## src/design/asrf_pkg.sv

```systemverilog
// Shared types, constants and helper functions for the alphabet sequence run finder.
// Used by asrf_front, asrf_queue, asrf_back and the top level; depends on nothing.
package asrf_pkg;

    localparam int MAX_TEXT_LEN = 256;
    localparam int POS_LIMIT    = (MAX_TEXT_LEN > 256) ? 256 : MAX_TEXT_LEN;
    localparam logic [7:0] POS_LAST = 8'(POS_LIMIT - 1);

    localparam int IN_DATA_W  = 16;
    localparam int OUT_DATA_W = 24;
    localparam int OUT_USER_W = 2;

    localparam int QDEPTH = 4;
    localparam int QPTR_W = $clog2(QDEPTH);
    localparam int QCNT_W = $clog2(QDEPTH + 1);

    localparam logic [1:0] ALPHA_LOWER = 2'd0;
    localparam logic [1:0] ALPHA_UPPER = 2'd1;
    localparam logic [1:0] ALPHA_DIGIT = 2'd2;
    localparam logic [1:0] ALPHA_NONE  = 2'd3;

    localparam logic [15:0] CU_LOWER_FIRST = 16'h0061;
    localparam logic [15:0] CU_LOWER_LAST  = 16'h007A;
    localparam logic [15:0] CU_UPPER_FIRST = 16'h0041;
    localparam logic [15:0] CU_UPPER_LAST  = 16'h005A;
    localparam logic [15:0] CU_DIGIT_FIRST = 16'h0030;
    localparam logic [15:0] CU_DIGIT_LAST  = 16'h0039;

    localparam logic [4:0] SIZE_LETTERS = 5'd26;
    localparam logic [4:0] SIZE_DIGITS  = 5'd10;

    typedef struct packed {
        logic [7:0] run_start;
        logic [7:0] run_end;
        logic [1:0] alpha;
        logic       asc;
    } t_result;

    typedef struct packed {
        t_result first;
        t_result second;
        logic    two;
        logic    ovf;
    } t_bundle;

    typedef struct packed {
        logic full;
        logic empty;
    } t_q_stat;

    function automatic logic [4:0] alpha_size(input logic [1:0] alpha);
        logic [4:0] s;
        s = (alpha == ALPHA_DIGIT) ? SIZE_DIGITS : SIZE_LETTERS;
        return s;
    endfunction

endpackage

```

## src/design/alphabet_sequence_run_finder.sv

```systemverilog
// Top level of the alphabet sequence run finder: front end, bundle queue and output stage.
// Depends on asrf_pkg, asrf_front, asrf_queue and asrf_back.
//
// Input channel s_axis: one 16-bit code unit per word, tlast on the last unit of a text.
// Output channel m_axis: one word per finished run of two or more characters in the
// lower case, upper case or digit alphabet, ascending or descending, with wrap-around.
// A run is reported when it breaks or when the text ends; tlast marks the final
// word caused by one input word, and input words that close no run cause none.
// Positions saturate at 255; later units of the same text only set the overflow flag.
// Throughput: one input word per cycle while the bundle queue is not full. A result
// word passes the bundle queue and the output register; an input word that closes
// two runs yields two output words. The four-entry bundle queue absorbs such bursts.
// When the receiver stalls the output word holds and the queue fills; s_axis_tready
// drops only once four bundles are waiting.
// Synchronous active-low reset empties the queue and the output stage and starts a
// new text at position 0.
module alphabet_sequence_run_finder (
    input  logic                            i_clk,
    input  logic                            i_rst_n,
    input  logic                            s_axis_tvalid,
    output logic                            s_axis_tready,
    input  logic [asrf_pkg::IN_DATA_W-1:0]  s_axis_tdata,   // [15:0] code_unit
    input  logic                            s_axis_tlast,
    output logic                            m_axis_tvalid,
    input  logic                            m_axis_tready,
    // [7:0] run_start, [15:8] run_end, [20:16] alphabet_size, [21] ascending,
    // [22] length_overflow, [23] zero
    output logic [asrf_pkg::OUT_DATA_W-1:0] m_axis_tdata,
    output logic [asrf_pkg::OUT_USER_W-1:0] m_axis_tuser,   // [1:0] alphabet_id
    output logic                            m_axis_tlast
);
    import asrf_pkg::*;

    logic    push;
    logic    pop;
    t_bundle push_data;
    t_bundle pop_data;
    t_q_stat q_stat;

    asrf_front u_front (
        .i_clk    (i_clk),
        .i_rst_n  (i_rst_n),
        .i_valid  (s_axis_tvalid),
        .o_ready  (s_axis_tready),
        .i_code   (s_axis_tdata),
        .i_eot    (s_axis_tlast),
        .i_q      (q_stat),
        .o_push   (push),
        .o_bundle (push_data)
    );

    asrf_queue u_queue (
        .i_clk   (i_clk),
        .i_rst_n (i_rst_n),
        .i_push  (push),
        .i_data  (push_data),
        .i_pop   (pop),
        .o_data  (pop_data),
        .o_stat  (q_stat)
    );

    asrf_back u_back (
        .i_clk   (i_clk),
        .i_rst_n (i_rst_n),
        .i_data  (pop_data),
        .i_q     (q_stat),
        .o_pop   (pop),
        .o_valid (m_axis_tvalid),
        .i_ready (m_axis_tready),
        .o_data  (m_axis_tdata),
        .o_user  (m_axis_tuser),
        .o_last  (m_axis_tlast)
    );

endmodule

```

## src/design/asrf_front.sv

```systemverilog
// Front end: classifies each code unit, tracks the open runs and builds the result bundle.
// Depends on asrf_pkg; feeds asrf_queue.
module asrf_front (
    input  logic                   i_clk,
    input  logic                   i_rst_n,
    input  logic                   i_valid,
    output logic                   o_ready,
    input  logic [15:0]            i_code,
    input  logic                   i_eot,
    input  asrf_pkg::t_q_stat      i_q,
    output logic                   o_push,
    output asrf_pkg::t_bundle      o_bundle
);
    import asrf_pkg::*;

    logic [7:0] r_pos, n_pos;
    logic [1:0] r_prev_alpha, n_prev_alpha;
    logic [4:0] r_prev_idx, n_prev_idx;
    logic [7:0] r_up_start, n_up_start;
    logic [7:0] r_dn_start, n_dn_start;
    logic       r_ovf, n_ovf;
    logic       r_full, n_full;

    logic       accept;
    logic [1:0] cls;
    logic [4:0] idx;
    logic [4:0] size_n;
    logic [5:0] sum_up;
    logic [4:0] nx;
    logic [4:0] pv;
    logic       have_prev;
    logic       up_cont;
    logic       dn_cont;
    logic [7:0] pos_m1;
    logic [1:0] eot_alpha;
    logic [7:0] eot_up_start;
    logic [7:0] eot_dn_start;
    t_result    cand [4];
    logic [3:0] cval;
    logic [2:0] cnt;
    t_bundle    bundle;

    assign o_ready = ~i_q.full;
    assign accept  = i_valid & o_ready;

    always_comb begin
        cls = ALPHA_NONE;
        idx = 5'd0;
        if (i_code >= CU_LOWER_FIRST && i_code <= CU_LOWER_LAST) begin
            cls = ALPHA_LOWER;
            idx = 5'(i_code - CU_LOWER_FIRST);
        end else if (i_code >= CU_UPPER_FIRST && i_code <= CU_UPPER_LAST) begin
            cls = ALPHA_UPPER;
            idx = 5'(i_code - CU_UPPER_FIRST);
        end else if (i_code >= CU_DIGIT_FIRST && i_code <= CU_DIGIT_LAST) begin
            cls = ALPHA_DIGIT;
            idx = 5'(i_code - CU_DIGIT_FIRST);
        end
    end

    always_comb begin
        size_n    = alpha_size(r_prev_alpha);
        sum_up    = {1'b0, r_prev_idx} + 6'd1;
        nx        = (sum_up >= {1'b0, size_n}) ? 5'd0 : sum_up[4:0];
        pv        = (r_prev_idx == 5'd0 || r_prev_idx >= size_n) ? size_n - 5'd1
                                                                 : r_prev_idx - 5'd1;
        have_prev = (r_prev_alpha != ALPHA_NONE);
        up_cont   = have_prev && (cls == r_prev_alpha) && (idx == nx);
        dn_cont   = have_prev && (cls == r_prev_alpha) && (idx == pv);
        pos_m1    = r_pos - 8'd1;

        eot_alpha    = r_full ? r_prev_alpha : cls;
        eot_up_start = (r_full || up_cont) ? r_up_start : r_pos;
        eot_dn_start = (r_full || dn_cont) ? r_dn_start : r_pos;

        cand[0] = '{run_start: r_up_start, run_end: pos_m1, alpha: r_prev_alpha, asc: 1'b1};
        cand[1] = '{run_start: r_dn_start, run_end: pos_m1, alpha: r_prev_alpha, asc: 1'b0};
        cand[2] = '{run_start: eot_up_start, run_end: r_pos, alpha: eot_alpha, asc: 1'b1};
        cand[3] = '{run_start: eot_dn_start, run_end: r_pos, alpha: eot_alpha, asc: 1'b0};

        cval[0] = ~r_full && have_prev && ~up_cont && (r_pos != 8'd0) && (r_up_start < pos_m1);
        cval[1] = ~r_full && have_prev && ~dn_cont && (r_pos != 8'd0) && (r_dn_start < pos_m1);
        cval[2] = i_eot && (eot_alpha != ALPHA_NONE) && (eot_up_start < r_pos);
        cval[3] = i_eot && (eot_alpha != ALPHA_NONE) && (eot_dn_start < r_pos);
    end

    // take the first two candidates in report order
    always_comb begin
        bundle     = '0;
        cnt        = 3'd0;
        bundle.ovf = r_ovf | r_full;
        for (int i = 0; i < 4; i++) begin
            if (cval[i]) begin
                if (cnt == 3'd0) begin
                    bundle.first = cand[i];
                end else if (cnt == 3'd1) begin
                    bundle.second = cand[i];
                    bundle.two    = 1'b1;
                end
                cnt = cnt + 3'd1;
            end
        end
    end

    assign o_push   = accept && (cval != 4'd0);
    assign o_bundle = bundle;

    always_comb begin
        n_pos        = r_pos;
        n_prev_alpha = r_prev_alpha;
        n_prev_idx   = r_prev_idx;
        n_up_start   = r_up_start;
        n_dn_start   = r_dn_start;
        n_ovf        = r_ovf;
        n_full       = r_full;
        if (accept) begin
            if (i_eot) begin
                n_pos        = 8'd0;
                n_prev_alpha = ALPHA_NONE;
                n_prev_idx   = 5'd0;
                n_up_start   = 8'd0;
                n_dn_start   = 8'd0;
                n_ovf        = 1'b0;
                n_full       = 1'b0;
            end else if (r_full) begin
                n_ovf = 1'b1;
            end else begin
                n_up_start   = up_cont ? r_up_start : r_pos;
                n_dn_start   = dn_cont ? r_dn_start : r_pos;
                n_prev_alpha = cls;
                n_prev_idx   = idx;
                if (r_pos == POS_LAST) begin
                    n_full = 1'b1;
                end else begin
                    n_pos = r_pos + 8'd1;
                end
            end
        end
    end

    always_ff @(posedge i_clk) begin
        if (!i_rst_n) begin
            r_pos        <= 8'd0;
            r_prev_alpha <= ALPHA_NONE;
            r_prev_idx   <= 5'd0;
            r_up_start   <= 8'd0;
            r_dn_start   <= 8'd0;
            r_ovf        <= 1'b0;
            r_full       <= 1'b0;
        end else begin
            r_pos        <= n_pos;
            r_prev_alpha <= n_prev_alpha;
            r_prev_idx   <= n_prev_idx;
            r_up_start   <= n_up_start;
            r_dn_start   <= n_dn_start;
            r_ovf        <= n_ovf;
            r_full       <= n_full;
        end
    end

endmodule

```

## src/design/asrf_queue.sv

```systemverilog
// Short queue of result bundles between the front end and the output stage.
// Depends on asrf_pkg.
module asrf_queue (
    input  logic                   i_clk,
    input  logic                   i_rst_n,
    input  logic                   i_push,
    input  asrf_pkg::t_bundle      i_data,
    input  logic                   i_pop,
    output asrf_pkg::t_bundle      o_data,
    output asrf_pkg::t_q_stat      o_stat
);
    import asrf_pkg::*;

    t_bundle             r_mem [QDEPTH];
    logic [QPTR_W-1:0]   r_wr, n_wr;
    logic [QPTR_W-1:0]   r_rd, n_rd;
    logic [QCNT_W-1:0]   r_cnt, n_cnt;

    assign o_data       = r_mem[r_rd];
    assign o_stat.full  = (r_cnt == QCNT_W'(QDEPTH));
    assign o_stat.empty = (r_cnt == '0);

    always_comb begin
        n_wr  = r_wr;
        n_rd  = r_rd;
        n_cnt = r_cnt;
        if (i_push) begin
            n_wr = (r_wr == QPTR_W'(QDEPTH - 1)) ? '0 : r_wr + 1'b1;
        end
        if (i_pop) begin
            n_rd = (r_rd == QPTR_W'(QDEPTH - 1)) ? '0 : r_rd + 1'b1;
        end
        if (i_push && !i_pop) begin
            n_cnt = r_cnt + 1'b1;
        end else if (i_pop && !i_push) begin
            n_cnt = r_cnt - 1'b1;
        end
    end

    always_ff @(posedge i_clk) begin
        if (!i_rst_n) begin
            r_wr  <= '0;
            r_rd  <= '0;
            r_cnt <= '0;
        end else begin
            r_wr  <= n_wr;
            r_rd  <= n_rd;
            r_cnt <= n_cnt;
        end
    end

    always_ff @(posedge i_clk) begin
        if (i_push) begin
            r_mem[r_wr] <= i_data;
        end
    end

endmodule

```

## src/design/asrf_back.sv

```systemverilog
// Output stage: unpacks each queued bundle into one or two output words.
// Depends on asrf_pkg; reads from asrf_queue.
module asrf_back (
    input  logic                        i_clk,
    input  logic                        i_rst_n,
    input  asrf_pkg::t_bundle           i_data,
    input  asrf_pkg::t_q_stat           i_q,
    output logic                        o_pop,
    output logic                        o_valid,
    input  logic                        i_ready,
    output logic [asrf_pkg::OUT_DATA_W-1:0] o_data,
    output logic [asrf_pkg::OUT_USER_W-1:0] o_user,
    output logic                        o_last
);
    import asrf_pkg::*;

    t_bundle r_b;
    logic    r_valid;
    logic    r_idx;
    t_result word;
    logic    last;
    logic    hs;
    logic    load;

    always_comb begin
        word = r_idx ? r_b.second : r_b.first;
        last = r_idx | ~r_b.two;
        hs   = r_valid & i_ready;
        load = ~r_valid | (hs & last);
    end

    assign o_pop   = load & ~i_q.empty;
    assign o_valid = r_valid;
    assign o_last  = last;
    assign o_user  = word.alpha;
    assign o_data  = {1'b0, r_b.ovf, word.asc, alpha_size(word.alpha),
                      word.run_end, word.run_start};

    always_ff @(posedge i_clk) begin
        if (!i_rst_n) begin
            r_valid <= 1'b0;
            r_idx   <= 1'b0;
        end else if (load) begin
            r_valid <= ~i_q.empty;
            r_idx   <= 1'b0;
        end else if (hs) begin
            r_idx <= 1'b1;
        end
    end

    always_ff @(posedge i_clk) begin
        if (o_pop) begin
            r_b <= i_data;
        end
    end

endmodule

```

## config.mk

```make
export PLATFORM = sky130hd
export DESIGN_NAME = alphabet_sequence_run_finder
export DESIGN_NICKNAME = d
export VERILOG_FILES = /design/src/design/asrf_pkg.sv /design/src/design/alphabet_sequence_run_finder.sv /design/src/design/asrf_front.sv /design/src/design/asrf_queue.sv /design/src/design/asrf_back.sv
export SDC_FILE = /design/constraint.sdc
export NUM_CORES = 1
export LEC_CHECK = 0
export BUFFER_PORTS_ARGS = -buffer_cell sky130_fd_sc_hd__buf_2
export CAP_MARGIN = 10
export CORE_MARGIN = 5
export CORE_UTILIZATION = 45
export DETAILED_ROUTE_END_ITERATION = 7
export MAX_ROUTING_LAYER = met4
export PLACE_DENSITY_LB_ADDON = 0.3
export SLEW_MARGIN = 20
export SYNTH_ARGS = -nofsm -noshare
export SYNTH_HDL_FRONTEND = slang
export SYNTH_SLANG_ARGS = --single-unit
```

## constraint.sdc

```tcl
create_clock -name i_clk -period 7.3 [get_ports i_clk]
set_input_delay 1.095 -clock i_clk [delete_from_list [all_inputs] [get_ports i_clk]]
set_output_delay 1.095 -clock i_clk [all_outputs]
set_load 0.005 [all_outputs]
```

# Word-level counts from Yosys, hierarchy flattened
# Memories as Yosys holds them, arrays and structs flattened. A register that Yosys moved wholly into a read port is not among the register bits.
# Index checks and enable logic that the tools add are counted.
# totals
ff_bits	42
mem_bits_rw	160
inputBits	21
wordCells	164
memories	1
# mem_list
name	words	width	read_ports	rd_ports_with_merged_regs	wr	line	rtl
u_queue.r_mem	4	40	1	1	1	asrf_queue.sv:14	t_bundle r_mem [QDEPTH];
# classes
add_sub_neg	14
magnitude_cmp	12
n_eq_ne	18
n_mux	53
bitwise_logic	15
n_reduce_logical	39
# ops
op	n
two-way mux 20 bit	6
two-way mux 39 bit	3
two-way mux 19 bit	5
two-way mux 8 bit	11
two-way mux 5 bit	9
>= comparator 16 x 7 -> 1 bit, second input constant	2
less-or-equal comparator 16 x 7 -> 1 bit, second input constant	2
less-than comparator 8 bit	4
subtractor 5 x 1 -> 5 bit, second input constant	4
logical AND 1 bit	19
>= comparator 16 x 6 -> 1 bit, second input constant	1
less-or-equal comparator 16 x 6 -> 1 bit, second input constant	1
zero test 3 bit	4
two-way mux 2 bit	6
two-way mux 3 bit	4
!= test 2 bit, second input constant	6
== test 5 bit	2
two-way mux 1 bit	9
AND reduction 3 bit	3
adder 8 x 1 -> 8 bit, second input constant	1
== test 2 bit, second input constant	4
== test 8 bit, second input constant	1
inverter 1 bit	8
nonzero test 8 bit	1
22 further kinds	35

# Depth between registers and ports, before layout
# logic_depth
depth_word	23
mapped_depth	33

# Modules after synthesis
# A second synthesis with hierarchy kept.
# hier_totals
cells_unflattened	911
area_unflattened_um2	12171.7
# by_module_without_submodules
module	instances	cells_per_inst	area_per_inst_um2	seq_area_each_um2
asrf_queue	1	253	6274.8	4984.8
asrf_front	1	575	4304.1	660.6
asrf_back	1	83	1592.8	1241.2

# Worst setup path after synthesis
# No wires, ideal clock.
# synth_path
path_type	input -> register
startpoint	input port s_axis_tdata[0] (netlist bit)
endpoint	memory u_queue.r_mem[3][0] (netlist bit), enable pin
setup_time_ns	0.401
arrival_ns	6.975
required_ns	6.899
path_slack_ns	-0.076
stages	23
path_buffers	3
path_cell_list	inv_1 ha_1 nor3b_4 a21oi_2 nand2_2 o32a_2 xnor2_1 or4_4 o31ai_1 clkbuf_1 o21ai_0 ha_1 a21o_1 a21o_1 a2111o_1 a31oi_1 nand2_1 or3_1 o31ai_4 buf_6 o31a_1 clkbuf_1 and2_1
# synth_via
elab_chain_len	16
# synth_lines
item	line	rtl
start, declared	alphabet_sequence_run_finder.sv:22	input logic [asrf_pkg::IN_DATA_W-1:0] s_axis_tdata,
>= comparator 16 x 6 -> 1 bit or less-or-equal comparator 16 x 6 -> 1 bit (tied branches)	asrf_front.sv:55	end else if (i_code >= CU_DIGIT_FIRST && i_code <= CU_DIGIT_LAST) begin
logical AND 1 bit	asrf_front.sv:55	
two-way mux 1 bit	asrf_front.sv:55	
two-way mux 2 bit	asrf_front.sv:52	end else if (i_code >= CU_UPPER_FIRST && i_code <= CU_UPPER_LAST) begin
two-way mux 2 bit	asrf_front.sv:49	if (i_code >= CU_LOWER_FIRST && i_code <= CU_LOWER_LAST) begin
== test 2 bit	asrf_front.sv:68, asrf_front.sv:69	
logical AND 1 bit	asrf_front.sv:68, asrf_front.sv:69	
logical AND 1 bit, on equally long branches	asrf_front.sv:68, asrf_front.sv:69	
logical OR 1 bit (tied with other cells)	asrf_front.sv:73	eot_up_start = (r_full || up_cont) ? r_up_start : r_pos;
two-way mux 8 bit (tied with other cells)	asrf_front.sv:73	
less-than comparator 8 bit (tied with other cells)	asrf_front.sv:83	cval[2] = i_eot && (eot_alpha != ALPHA_NONE) && (eot_up_start < r_pos);
logical AND 1 bit, on equally long branches	-	
nonzero test 4 bit *	asrf_front.sv:105	assign o_push = accept && (cval != 4'd0);
logical AND 1 bit *	asrf_front.sv:105	
net push	alphabet_sequence_run_finder.sv:34	logic push;
two-way mux 1 bit *	asrf_queue.sv:53	if (i_push) begin
two-way mux 1 bit (not written as such) *	asrf_queue.sv:54	r_mem[r_wr] <= i_data;
end, declared	asrf_queue.sv:14	
# The timed path passes the listed nets; every way through them passes the cells marked *.

==> flow_metrics.env <==
export IMPL_outcome="finished clean"
export IMPL_instances_no_fill=1344
export IMPL_core_area_mm2=0.0268
export IMPL_cp_required_ns=7.55
export IMPL_synth_top_family_by_area="compound AO/OA/AOI/OAI gates"
export IMPL_final_period_utilization_pct=93.5
export IMPL_netlist_area_leader_share_pct=49.4
export IMPL_initial_utilization_pct=45.4
export IMPL_syn_area_mm2=0.0122
export IMPL_placed_cells=1300
export IMPL_synth_compound_area_share_pct=12.5
export IMPL_wl_per_cell_um=19.6
export IMPL_synth_cells=930
export IMPL_regToRegStartpoint="u_front.r_prev_idx[0]"
export IMPL_synth_mux_area_share_pct=10.6
export IMPL_drtIter0Drc=593
export IMPL_p_int_mw=2.68
export IMPL_powerDensity_mw_per_mm2=265
export IMPL_switching_power_mw=0.943
export IMPL_cts_made_buffers=25
export IMPL_clkSinkCount=242
export IMPL_r2r_slack_ns=0.48
export IMPL_n_antenna_cell=0
export IMPL_finalSetupViolCount=0
export IMPL_track_usage_pct=17.7
export IMPL_clk_latency_ns=0.52
export IMPL_synthArstFlopShare_pct=0
export IMPL_period_needed_ns=6.82
export IMPL_grt_max_degree=43
export IMPL_power_leakage_nw=5.00
export IMPL_swShare_pct=26.0
export IMPL_synth_seq_cells=242
export IMPL_die_y_um=174
export IMPL_grt_first_pass_wirelength_mm=42.1
export IMPL_synth_edf_count=200
export IMPL_grt_overflow_total=0
export IMPL_ys_flop_type="edfxtp_1"
export IMPL_dp_hpwl_mm=17.8
export IMPL_startpoint="u_front.r_prev_idx[0]"
export IMPL_die_area_mm2=0.0304
export IMPL_yosysWarnings=0
export IMPL_antenna_found_initial=0
export IMPL_slew_headroom_pct=35.0
export IMPL_synthToLayoutAreaGrowth_pct=12.3
export IMPL_cp_start_kind="flip-flop"
export IMPL_slew_viol_final=0
export IMPL_fin_skew_ns=0.0140
export IMPL_io_buffers=44
export IMPL_ir_worst_vdd_mv=0.156
export IMPL_p_seq_share_pct=48.1
export IMPL_via_per_inst=5.68
export IMPL_path_class="reg2reg"
export IMPL_rows=60
export IMPL_cap_violations=0
export IMPL_ctsHtreeMaxLevel=1
export IMPL_postSynthAreaPerCell_um2=13.1
export IMPL_endpoint="u_queue.r_mem[1][35]"
export IMPL_clkTransAtPathRegs_ns=0.07
export IMPL_dieWidth_um=174
export IMPL_synthXorXnorAreaFrac_pct=2.17
export IMPL_finalSetupTns_ns=0
export IMPL_synth_area_top_cells="edfxtp_1 49%, mux4_2 7.4%, dfxtp_1 6.9%, ha_1 5.2%, o21ai_0 2.0%"
export IMPL_remaining_drc_errors=0
export IMPL_r2r_end="u_queue.r_mem[1][35]"
export IMPL_gp_congestion=0.924
export IMPL_max_freq_mhz=147
export IMPL_antenna_left=0
export IMPL_nNetsFinal=1059
export IMPL_cp_end_kind="flip-flop"
export IMPL_io_pins=50
export IMPL_yosysUniqueCellTypes=78
export IMPL_tightest_slew_ns=0.968
export IMPL_arrival_ns=7.08
export IMPL_rsz0062_at_grt="false"
export IMPL_fillerInstances=2314
export IMPL_rr_worst_depth=27
export IMPL_crit_path_max_fanout=20
export IMPL_synthAdderAreaFrac_pct=5.41
export IMPL_combPwrFrac_pct=19.3
export IMPL_drt_total_wl_mm=26.4
export IMPL_hold_class="reg2reg"
export IMPL_first_pass_iters=5
export IMPL_final_layout_size_suffix_gt1_share_pct=20.7
export IMPL_cts_tree="yes"
export IMPL_cts_root_buf="clkbuf_16"
export IMPL_pwr_share_clk_pct=32.7
export IMPL_synth_simple_area_share_pct=9.25
export IMPL_cts_max_path_buffers=3
export IMPL_hp_start="u_front.r_ovf"
export IMPL_report_final_hold_viol_count=0
export IMPL_yosysTopAreaCell="edfxtp_1"
export IMPL_via_count=7636
export IMPL_grt_pass1_vias=7515
export IMPL_yosysSeqAreaShare_pct=56.3
[per-layer routing]
metal	track usage, %	vias up	wire [um]
met3	2.28	36	1190
met5	-	-	0
met1	24.5	3763	12200
li1	-	3662	-
met4	3.70	0	384
met2	28.4	175	12600
[state kept, by name, indices dropped and copies added (netlist names)]
| name | count |
|---|---|
| u_queue.r_wr | 2 |
| u_queue.r_cnt | 3 |
| u_back.r_b | 39 |
| u_back.r_idx | 1 |
| u_queue.r_rd | 2 |
| u_front.r_dn_start | 8 |
| u_front.r_pos | 8 |
| u_front.r_full | 1 |
| u_back.o_valid | 1 |
| u_front.r_up_start | 8 |
| u_front.r_prev_alpha | 2 |
| u_queue.r_mem | 160 |
| u_back.o_data | 1 |
| u_front.r_ovf | 1 |
| u_front.r_prev_idx | 5 |
[cell families (layout without fill, tap and decap cells)]
group	after synthesis	in the layout
buffers and inverters	100	170
AO/OA/AOI/OAI	214	214
flip-flops	242	242
XOR/XNOR	28	28
other	2	5
AND/OR/NAND/NOR	216	216
multiplexers	76	76
adder cells (fa/ha/maj)	52	52
[placed cells by master, fill, tap and decap left out, drive strengths merged, types with 32 or more instances in the layout]
| master | netlist | final |
|---|---|---|
| clkbuf | 30 | 32 |
| ha | 51 | 51 |
| nor2 | 39 | 39 |
| inv | 43 | 45 |
| buf | 24 | 80 |
| nor2b | 34 | 34 |
| nand2 | 57 | 57 |
| o21ai | 56 | 56 |
| dfxtp | 42 | 42 |
| mux4 | 40 | 40 |
| edfxtp | 200 | 200 |
[Yosys cell counts (all sizes together) (6+ instances only)]
cell	instances
edfxtp	200
nand2	57
o21ai	56
ha	51
inv	43
dfxtp	42
mux4	40
nor2	39
nor2b	34
clkbuf	30
a21oi	28
xnor2	25
buf	24
a22oi	20
mux2	19
mux2i	17
nand3	16
nor3	16
o31ai	16
and2	15
a21o	11
a211oi	10
o22ai	9
and3	8
o211a	7
o21a	7
o21bai	7
or3	7
nand2b	6
o311a	6
[power groups by stage]
stage               combinational [mW]  clock [mW]  sequential [mW]
floorplan                        0.492           0             1.76
global placement                 0.707           0             1.77
detailed placement               0.714           0             1.77
CTS                              0.716        1.20             1.74
global route                     0.778        1.27             1.75
finish                           0.698        1.18             1.74
[metrics by stage]
| stage | setup WS, ns | hold slack (ns) | instance area, um^2 | total power [mW] | util [%] |
|---|---|---|---|---|---|
| 3_5_place_dp | 0.0449 | 0.454 | 12900 | 2.48 | 48.1 |
| 4_1_cts | 0.457 | 0.470 | 13600 | 3.66 | 50.9 |
| 5_1_grt | 0.00228 | 0.506 | 13600 | 3.80 | 50.9 |
| 6_report | 0.475 | 0.471 | 13600 | 3.62 | 50.9 |
| 2_1_floorplan | 0.0615 | 0.429 | 12200 | 2.25 | - |
| 3_3_place_gp | 0.122 | 0.451 | 12900 | 2.47 | 48.1 |
[how the worst min path moves through the flow]
stage / cells after the start / endpoint
floorplan: 2 / u_front.r_ovf
global placement: 2 / u_front.r_ovf
detailed placement: 2 / u_front.r_ovf
CTS: 2 / u_front.r_ovf
global route: 2 / u_front.r_ovf
finish: 2 / u_front.r_ovf
[layout make-up]
type	instances	area [um^2]	share of cell area, %
timing repair buffer	80	541	3.96
tap	341	427	3.13
clock buffer	32	692	5.07
sequential	242	6850	50.2
inverter	46	173	1.27
clock inverter	12	67.6	0.495
multi-input combinational	591	4900	35.9
[critical path, cell delays in order, from the launching register on]
cell,delay (ns)
dfxtp_1,0.52
ha_1,0.33
nand3_1,0.13
xnor2_1,0.23
ha_1,0.28
inv_1,0.08
a21oi_1,0.06
a211o_1,0.35
xnor2_1,0.15
nor2_1,0.08
or4_4,0.54
o31ai_2,0.21
buf_4,0.25
nand2_1,0.07
o21ai_0,0.12
ha_1,0.29
a21o_1,0.16
a21o_1,0.16
a2111o_1,0.40
a31oi_1,0.19
nand2_1,0.06
or3_1,0.35
o31ai_4,0.24
buf_4,0.21
mux2i_1,0.24
nand3_1,0.18
buf_4,0.24
o22ai_1,0.43
[repair_timing]
item,4_1_cts,5_1_grt
buffers inserted,0,0
hold endpoints to repair,0,0
endpoints found under the setup margin,0,21
hold buffers,0,0
resized for setup,0,2
No activity file was read; power rests on OpenSTA's default activity.
